`config.mk`:
```
export PLATFORM = sky130hd
export DESIGN_NAME = nrtp_ctrl
export DESIGN_NICKNAME = d
export VERILOG_FILES = /design/src/design/nrtp_pkg.sv /design/src/design/nrtp_ctrl.sv
export SDC_FILE = /design/constraint.sdc
export NUM_CORES = 1
export LEC_CHECK = 0
export BUFFER_PORTS_ARGS = -buffer_cell sky130_fd_sc_hd__buf_2
export CORE_AREA = 5 5 42 44
export DETAILED_ROUTE_END_ITERATION = 6
export DIE_AREA = 0 0 47 49
export PLACE_DENSITY = 0.67
export REMOVE_ABC_BUFFERS = 1
export SETUP_SLACK_MARGIN = 0.05
export SLEW_MARGIN = 20
export SYNTH_ARGS = -nofsm -noshare
export SYNTH_HDL_FRONTEND = slang
export SYNTH_SLANG_ARGS = --single-unit
```
`constraint.sdc`:
```
create_clock -name clk -period 1.4 [get_ports clk]
set_input_delay 0.21 -clock clk [delete_from_list [all_inputs] [get_ports clk]]
set_output_delay 0.21 -clock clk [all_outputs]
set_load 0.005 [all_outputs]
```
`src/design/nrtp_pkg.sv`:
```
// shared types and codes of the nested region tick profiler
`timescale 1ns / 1ps

package nrtp_pkg;

	localparam logic [1:0] KIND_ENTER = 2'd0;
	localparam logic [1:0] KIND_LEAVE = 2'd1;

	localparam logic [1:0] ST_OK     = 2'd0;
	localparam logic [1:0] ST_BAD_ID = 2'd1;
	localparam logic [1:0] ST_EMPTY  = 2'd2;
	localparam logic [1:0] ST_FULL   = 2'd3;

	typedef enum logic [3:0] {
		S_CLEAR,
		S_IDLE,
		S_DECODE,
		S_RD_REC,
		S_LV_FRAME,
		S_LV_UPD,
		S_PA_FRAME,
		S_PA_UPD,
		S_EMIT
	} nrtp_state_t;

	typedef struct packed {
		logic [63:0] total;
		logic [63:0] root;
		logic [63:0] child;
		logic [31:0] calls;
		logic [63:0] bytes;
	} nrtp_rec_t;

	typedef struct packed {
		logic [7:0]  region;
		logic [63:0] start;
		logic [63:0] saved_root;
	} nrtp_frame_t;

	typedef struct packed {
		logic       clr_wr;
		logic       capture;
		logic       stk_rd;
		logic       tbl_rd;
		logic       tbl_rd_frame;
		logic       enter_wr;
		logic       leave_frame;
		logic       leave_wr;
		logic       parent_wr;
		logic       res_rec;
		logic       res_zero;
		logic [1:0] res_code;
		logic       emit;
	} nrtp_cmd_t;

	typedef struct packed {
		logic [1:0] kind;
		logic       id_bad;
		logic       sp_empty;
		logic       sp_full;
		logic       clr_last;
		logic       out_free;
	} nrtp_sts_t;

endpackage

```
`src/design/nrtp_ctrl.sv`:
```
// controller state machine of the nested region tick profiler
`timescale 1ns / 1ps

module nrtp_ctrl (
	input  logic                 clk,
	input  logic                 arst_n,
	input  logic                 in_valid,
	output logic                 in_stall,
	input  nrtp_pkg::nrtp_sts_t  sts,
	output nrtp_pkg::nrtp_cmd_t  cmd
);

	nrtp_pkg::nrtp_state_t state_q, state_d;

	always_ff @(posedge clk or negedge arst_n) begin
		if (!arst_n) begin
			state_q <= nrtp_pkg::S_CLEAR;
		end else begin
			state_q <= state_d;
		end
	end

	always_comb begin
		state_d  = state_q;
		cmd      = '0;
		in_stall = 1'b1;
		case (state_q)
			nrtp_pkg::S_CLEAR: begin
				cmd.clr_wr = 1'b1;
				if (sts.clr_last) begin
					state_d = nrtp_pkg::S_IDLE;
				end
			end
			nrtp_pkg::S_IDLE: begin
				in_stall = 1'b0;
				if (in_valid) begin
					cmd.capture = 1'b1;
					state_d     = nrtp_pkg::S_DECODE;
				end
			end
			nrtp_pkg::S_DECODE: begin
				if (sts.kind == nrtp_pkg::KIND_LEAVE) begin
					if (sts.sp_empty) begin
						cmd.res_zero = 1'b1;
						cmd.res_code = nrtp_pkg::ST_EMPTY;
						state_d      = nrtp_pkg::S_EMIT;
					end else begin
						cmd.stk_rd = 1'b1;
						state_d    = nrtp_pkg::S_LV_FRAME;
					end
				end else if (sts.id_bad) begin
					cmd.res_zero = 1'b1;
					cmd.res_code = nrtp_pkg::ST_BAD_ID;
					state_d      = nrtp_pkg::S_EMIT;
				end else begin
					cmd.tbl_rd = 1'b1;
					state_d    = nrtp_pkg::S_RD_REC;
				end
			end
			nrtp_pkg::S_RD_REC: begin
				if (sts.kind == nrtp_pkg::KIND_ENTER && !sts.sp_full) begin
					cmd.enter_wr = 1'b1;
					cmd.res_code = nrtp_pkg::ST_OK;
				end else begin
					cmd.res_rec  = 1'b1;
					cmd.res_code = (sts.kind == nrtp_pkg::KIND_ENTER) ?
						nrtp_pkg::ST_FULL : nrtp_pkg::ST_OK;
				end
				state_d = nrtp_pkg::S_EMIT;
			end
			nrtp_pkg::S_LV_FRAME: begin
				cmd.leave_frame  = 1'b1;
				cmd.tbl_rd       = 1'b1;
				cmd.tbl_rd_frame = 1'b1;
				state_d          = nrtp_pkg::S_LV_UPD;
			end
			nrtp_pkg::S_LV_UPD: begin
				cmd.leave_wr = 1'b1;
				cmd.res_code = nrtp_pkg::ST_OK;
				if (sts.sp_empty) begin
					state_d = nrtp_pkg::S_EMIT;
				end else begin
					cmd.stk_rd = 1'b1;
					state_d    = nrtp_pkg::S_PA_FRAME;
				end
			end
			nrtp_pkg::S_PA_FRAME: begin
				cmd.tbl_rd       = 1'b1;
				cmd.tbl_rd_frame = 1'b1;
				state_d          = nrtp_pkg::S_PA_UPD;
			end
			nrtp_pkg::S_PA_UPD: begin
				cmd.parent_wr = 1'b1;
				state_d       = nrtp_pkg::S_EMIT;
			end
			nrtp_pkg::S_EMIT: begin
				if (sts.out_free) begin
					cmd.emit = 1'b1;
					state_d  = nrtp_pkg::S_IDLE;
				end
			end
			default: begin
				state_d = nrtp_pkg::S_CLEAR;
			end
		endcase
	end

endmodule

```
==> flow_summary.json <==
{
  "status": "finished with violations",
  "violations": "negative setup slack",
  "synth_most_common_cell": "nor2_1",
  "routed_wl_mm": 1.93,
  "crit_slowest_cell": "or4b_4",
  "hold_viol_final": 0,
  "die-width_um": 47,
  "clk_pin_slew_worst_paths_ns": 0.04,
  "netlist.area_leader.share_pct": 22.3,
  "cts_sinks": 4,
  "final_nets": 125,
  "rsz0062_at_grt": "true",
  "portBuffers": 24,
  "drt_iter0_drc": 1,
  "crit_family": "simple AND/OR/NAND/NOR gates",
  "synth_seq_cells": 4,
  "wl_per_cell_um": 15.0,
  "path_buf_inv": 1,
  "io_pins": 25,
  "r2r-start": "state_q[0]$_DFFE_PN0P_",
  "post-place-cells": 107,
  "top_regs": "state_q x4",
  "min_path_cells": 2,
  "largest_reg_flops": 4,
  "met2_length_mm": 1.06,
  "path_cells": "or4b_4, o32ai_4, buf_2",
  "routed.top_layer": "met4",
  "areaGrowthSynthToFinish_pct": 132,
  "syn_area_um2": 449,
  "ys_warn_count": 0,
  "grt_overflow_total": 0,
  "dominantRegCellSynth": "dfrtp_1",
  "regMostFlops": "state_q",
  "grt_pass1_vias": 600,
  "cp.required_ns": 1.19,
  "timing.setup.tns_ns": -3.77,
  "gp_congestion": 0.830,
  "wl_met1_um": 807,
  "syn-instance-count": 55,
  "ys_seq_area_share_pct": 22.3,
  "die_area_mm2": 0.00230,
  "maxCapViolations": 0,
  "hold_end": "state_q[0]$_DFFE_PN0P_",
  "yosysUniqueCellTypes": 30,
  "finalSetupViolations": 18,
  "core_mm2": 0.00140,
  "synthTopCellsByArea": "dfrtp_1 (22%), nor2_1 (10%), o32ai_4 (6.1%)",
  "fillers": 105,
  "cellPowerDensity_mw_per_mm2": 1980,
  "wl_met3_um": 56,
  "synth_top_area_cell": "dfrtp_1",
  "fp.dieH_um": 49,
  "setup_ws_ns": -0.410,
  "period_share_pct": 129,
  "drc": 0,
  "antenna_left": 0,
  "num_vias": 641,
  "cts_tree": "yes",
  "critPathMaxFanout": 2,
  "startpoint_type": "flop",
  "htree_levels": 1,
  "grt_pass1_wl_mm": 2.78,
  "crit_type": "flop to output port",
  "syn_area_per_cell_um2": 8.17,
  "firstDrtPassIters": 2,
  "hold_path.class": "input pin to flop",
  "r2r_setup_slack_ns": -0.28,
  "worst-path-stages": 3,
  "clk_latency_ns": 0.24,
  "cts_root_buf": "clkbuf_4",
  "cts_buffer_depth": 2,
  "synth_edf_count": 0,
  "fmax_mhz": 552,
  "p_leak_nw": 0.504,
  "ys_async_sr_fraction_pct": 100,
  "synth_common_cells": "nor2_1 (12), dfrtp_1 (4), a21oi_1 (3), nor3_1 (3)",
  "fin_crit_ns": 1.81,
  "cp-end-kind": "output port",
  "finalClockSkew_ns": 0.00213,
  "register_area_um2": 100,
  "worst_pin_slew_ns": 0.282,
  "maxSlewViolCount": 0,
  "hold-worst-slack_ns": 0.237,
  "relSlewSlack_pct": 80.7,
  "drive_above_1_share_pct": 76.1,
  "diodes": 0,
  "std_cell_rows": 14,
  "crit-reg2reg-capture": "state_q[1]$_DFFE_PN0P_",
  "grt_util_all_layers_pct": 16.4,
  "max-vdd-ir-drop_uv": 1230,
  "cts_buffers": 3,
  "final_cell_count_no_fill": 129,
  "start_util_pct": 32.1,
  "dp_hpwl_mm": 1.07,
  "antenna_found_initial": 0,
  "hp-start": "in_valid",
  "slowest_delay_ns": 0.57,
  "worstRegToRegCells": 4,
  "grt_max_degree": 10,
  "critPathArrivalTime_ns": 1.60,
  "vias_per_cell": 4.97,
  "multi_input_area_um2": 432,
  "power_mw": 2.07
}
-- cell families after synthesis --
logic type	synth area share [%]
AO/OA/AOI/OAI	24.2
buffers and inverters	10.6
flip-flops	22.3
multiplexers	2.23
AND/OR/NAND/NOR	40.7
-- stage by stage --
step / cell area [um^2] / util (%) / setup slack, ns
2_1_floorplan: 405 / - / -0.234
3_3_place_gp: 666 / 47.5 / -0.194
3_5_place_dp: 666 / 47.5 / -0.171
4_1_cts: 833 / 59.5 / -0.381
5_1_grt: 1040 / 74.5 / -0.449
6_report: 1040 / 74.5 / -0.410
-- metal layers --
layer  vias to the layer above  global-route usage (%)
li1                        322                       -
met1                       301                    20.4
met2                        16                    27.1
met3                         2                    1.85
met4                         0                    6.91
met5                         -                       0
-- cell type report --
class | count | area share, %
repair buffers | 59 | 44.6
multi-input cells | 46 | 41.4
flip-flops and latches | 4 | 9.59
clock buffers | 3 | 2.16
well taps | 16 | 1.92
inverters | 1 | 0.360
-- worst max path at each step --
stage	start	to	slack, ns
finish	state_q[0]$_DFFE_PN0P_	cmd[10]	-0.41
global route	state_q[0]$_DFFE_PN0P_	cmd[10]	-0.45
CTS	state_q[3]$_DFFE_PN0P_	cmd[10]	-0.38
detailed placement	state_q[0]$_DFFE_PN0P_	state_q[1]$_DFFE_PN0P_	-0.17
global placement	state_q[0]$_DFFE_PN0P_	state_q[0]$_DFFE_PN0P_	-0.19
floorplan	state_q[0]$_DFFE_PN0P_	state_q[0]$_DFFE_PN0P_	-0.23
-- layout by cell type (no fill, tap or decap), drive strengths merged --
| cell | synthesis | layout |
|---|---|---|
| buf | 3 | 58 |
| nor2 | 13 | 13 |
| dfrtp | 4 | 4 |
| o22ai | 3 | 3 |
| clkbuf | 1 | 3 |
| nor3 | 3 | 3 |
| a21oi | 3 | 3 |
| nand2 | 2 | 2 |
| nor2b | 2 | 2 |
| o21a | 2 | 2 |
| nor3b | 2 | 2 |
| nand3 | 2 | 2 |
| nand2b | 1 | 1 |
| or4b | 1 | 1 |
| mux2i | 1 | 1 |
| nand3b | 1 | 1 |
| nand4 | 1 | 1 |
| nor4b | 1 | 1 |
| a2bb2oi | 1 | 1 |
| o32ai | 1 | 1 |
| and3 | 1 | 1 |
| nor4 | 1 | 1 |
| inv | 1 | 1 |
| a211oi | 1 | 1 |
| and3b | 1 | 1 |
| o32a | 1 | 1 |
| or3 | 1 | 1 |
| dlygate4sd3 | 0 | 1 |
-- power by group --
part | total [mW] | switching, mW | internal, mW
sequential | 0.192 | 0.0320 | 0.160
combinational | 1.73 | 0.724 | 1.01
clock | 0.146 | 0.0500 | 0.0961
total | 2.07 | 0.806 | 1.26
-- worst register-to-register path: stages, from the launching register on --
cell and delay (ns):
dfrtp_1 0.40, or4b_4 0.57, buf_4 0.17, o32a_1 0.34, nor2_1 0.12
-- timing repair --
item / CTS / global route
resized for setup: 19 / 25
endpoints found under the hold margin: 4 / 0
hold buffers: 1 / 0
pin swaps: 6 / 12
setup endpoints to repair: 19 / 19
setup buffers: 6 / 13
No activity file was read; power rests on OpenSTA's default activity.
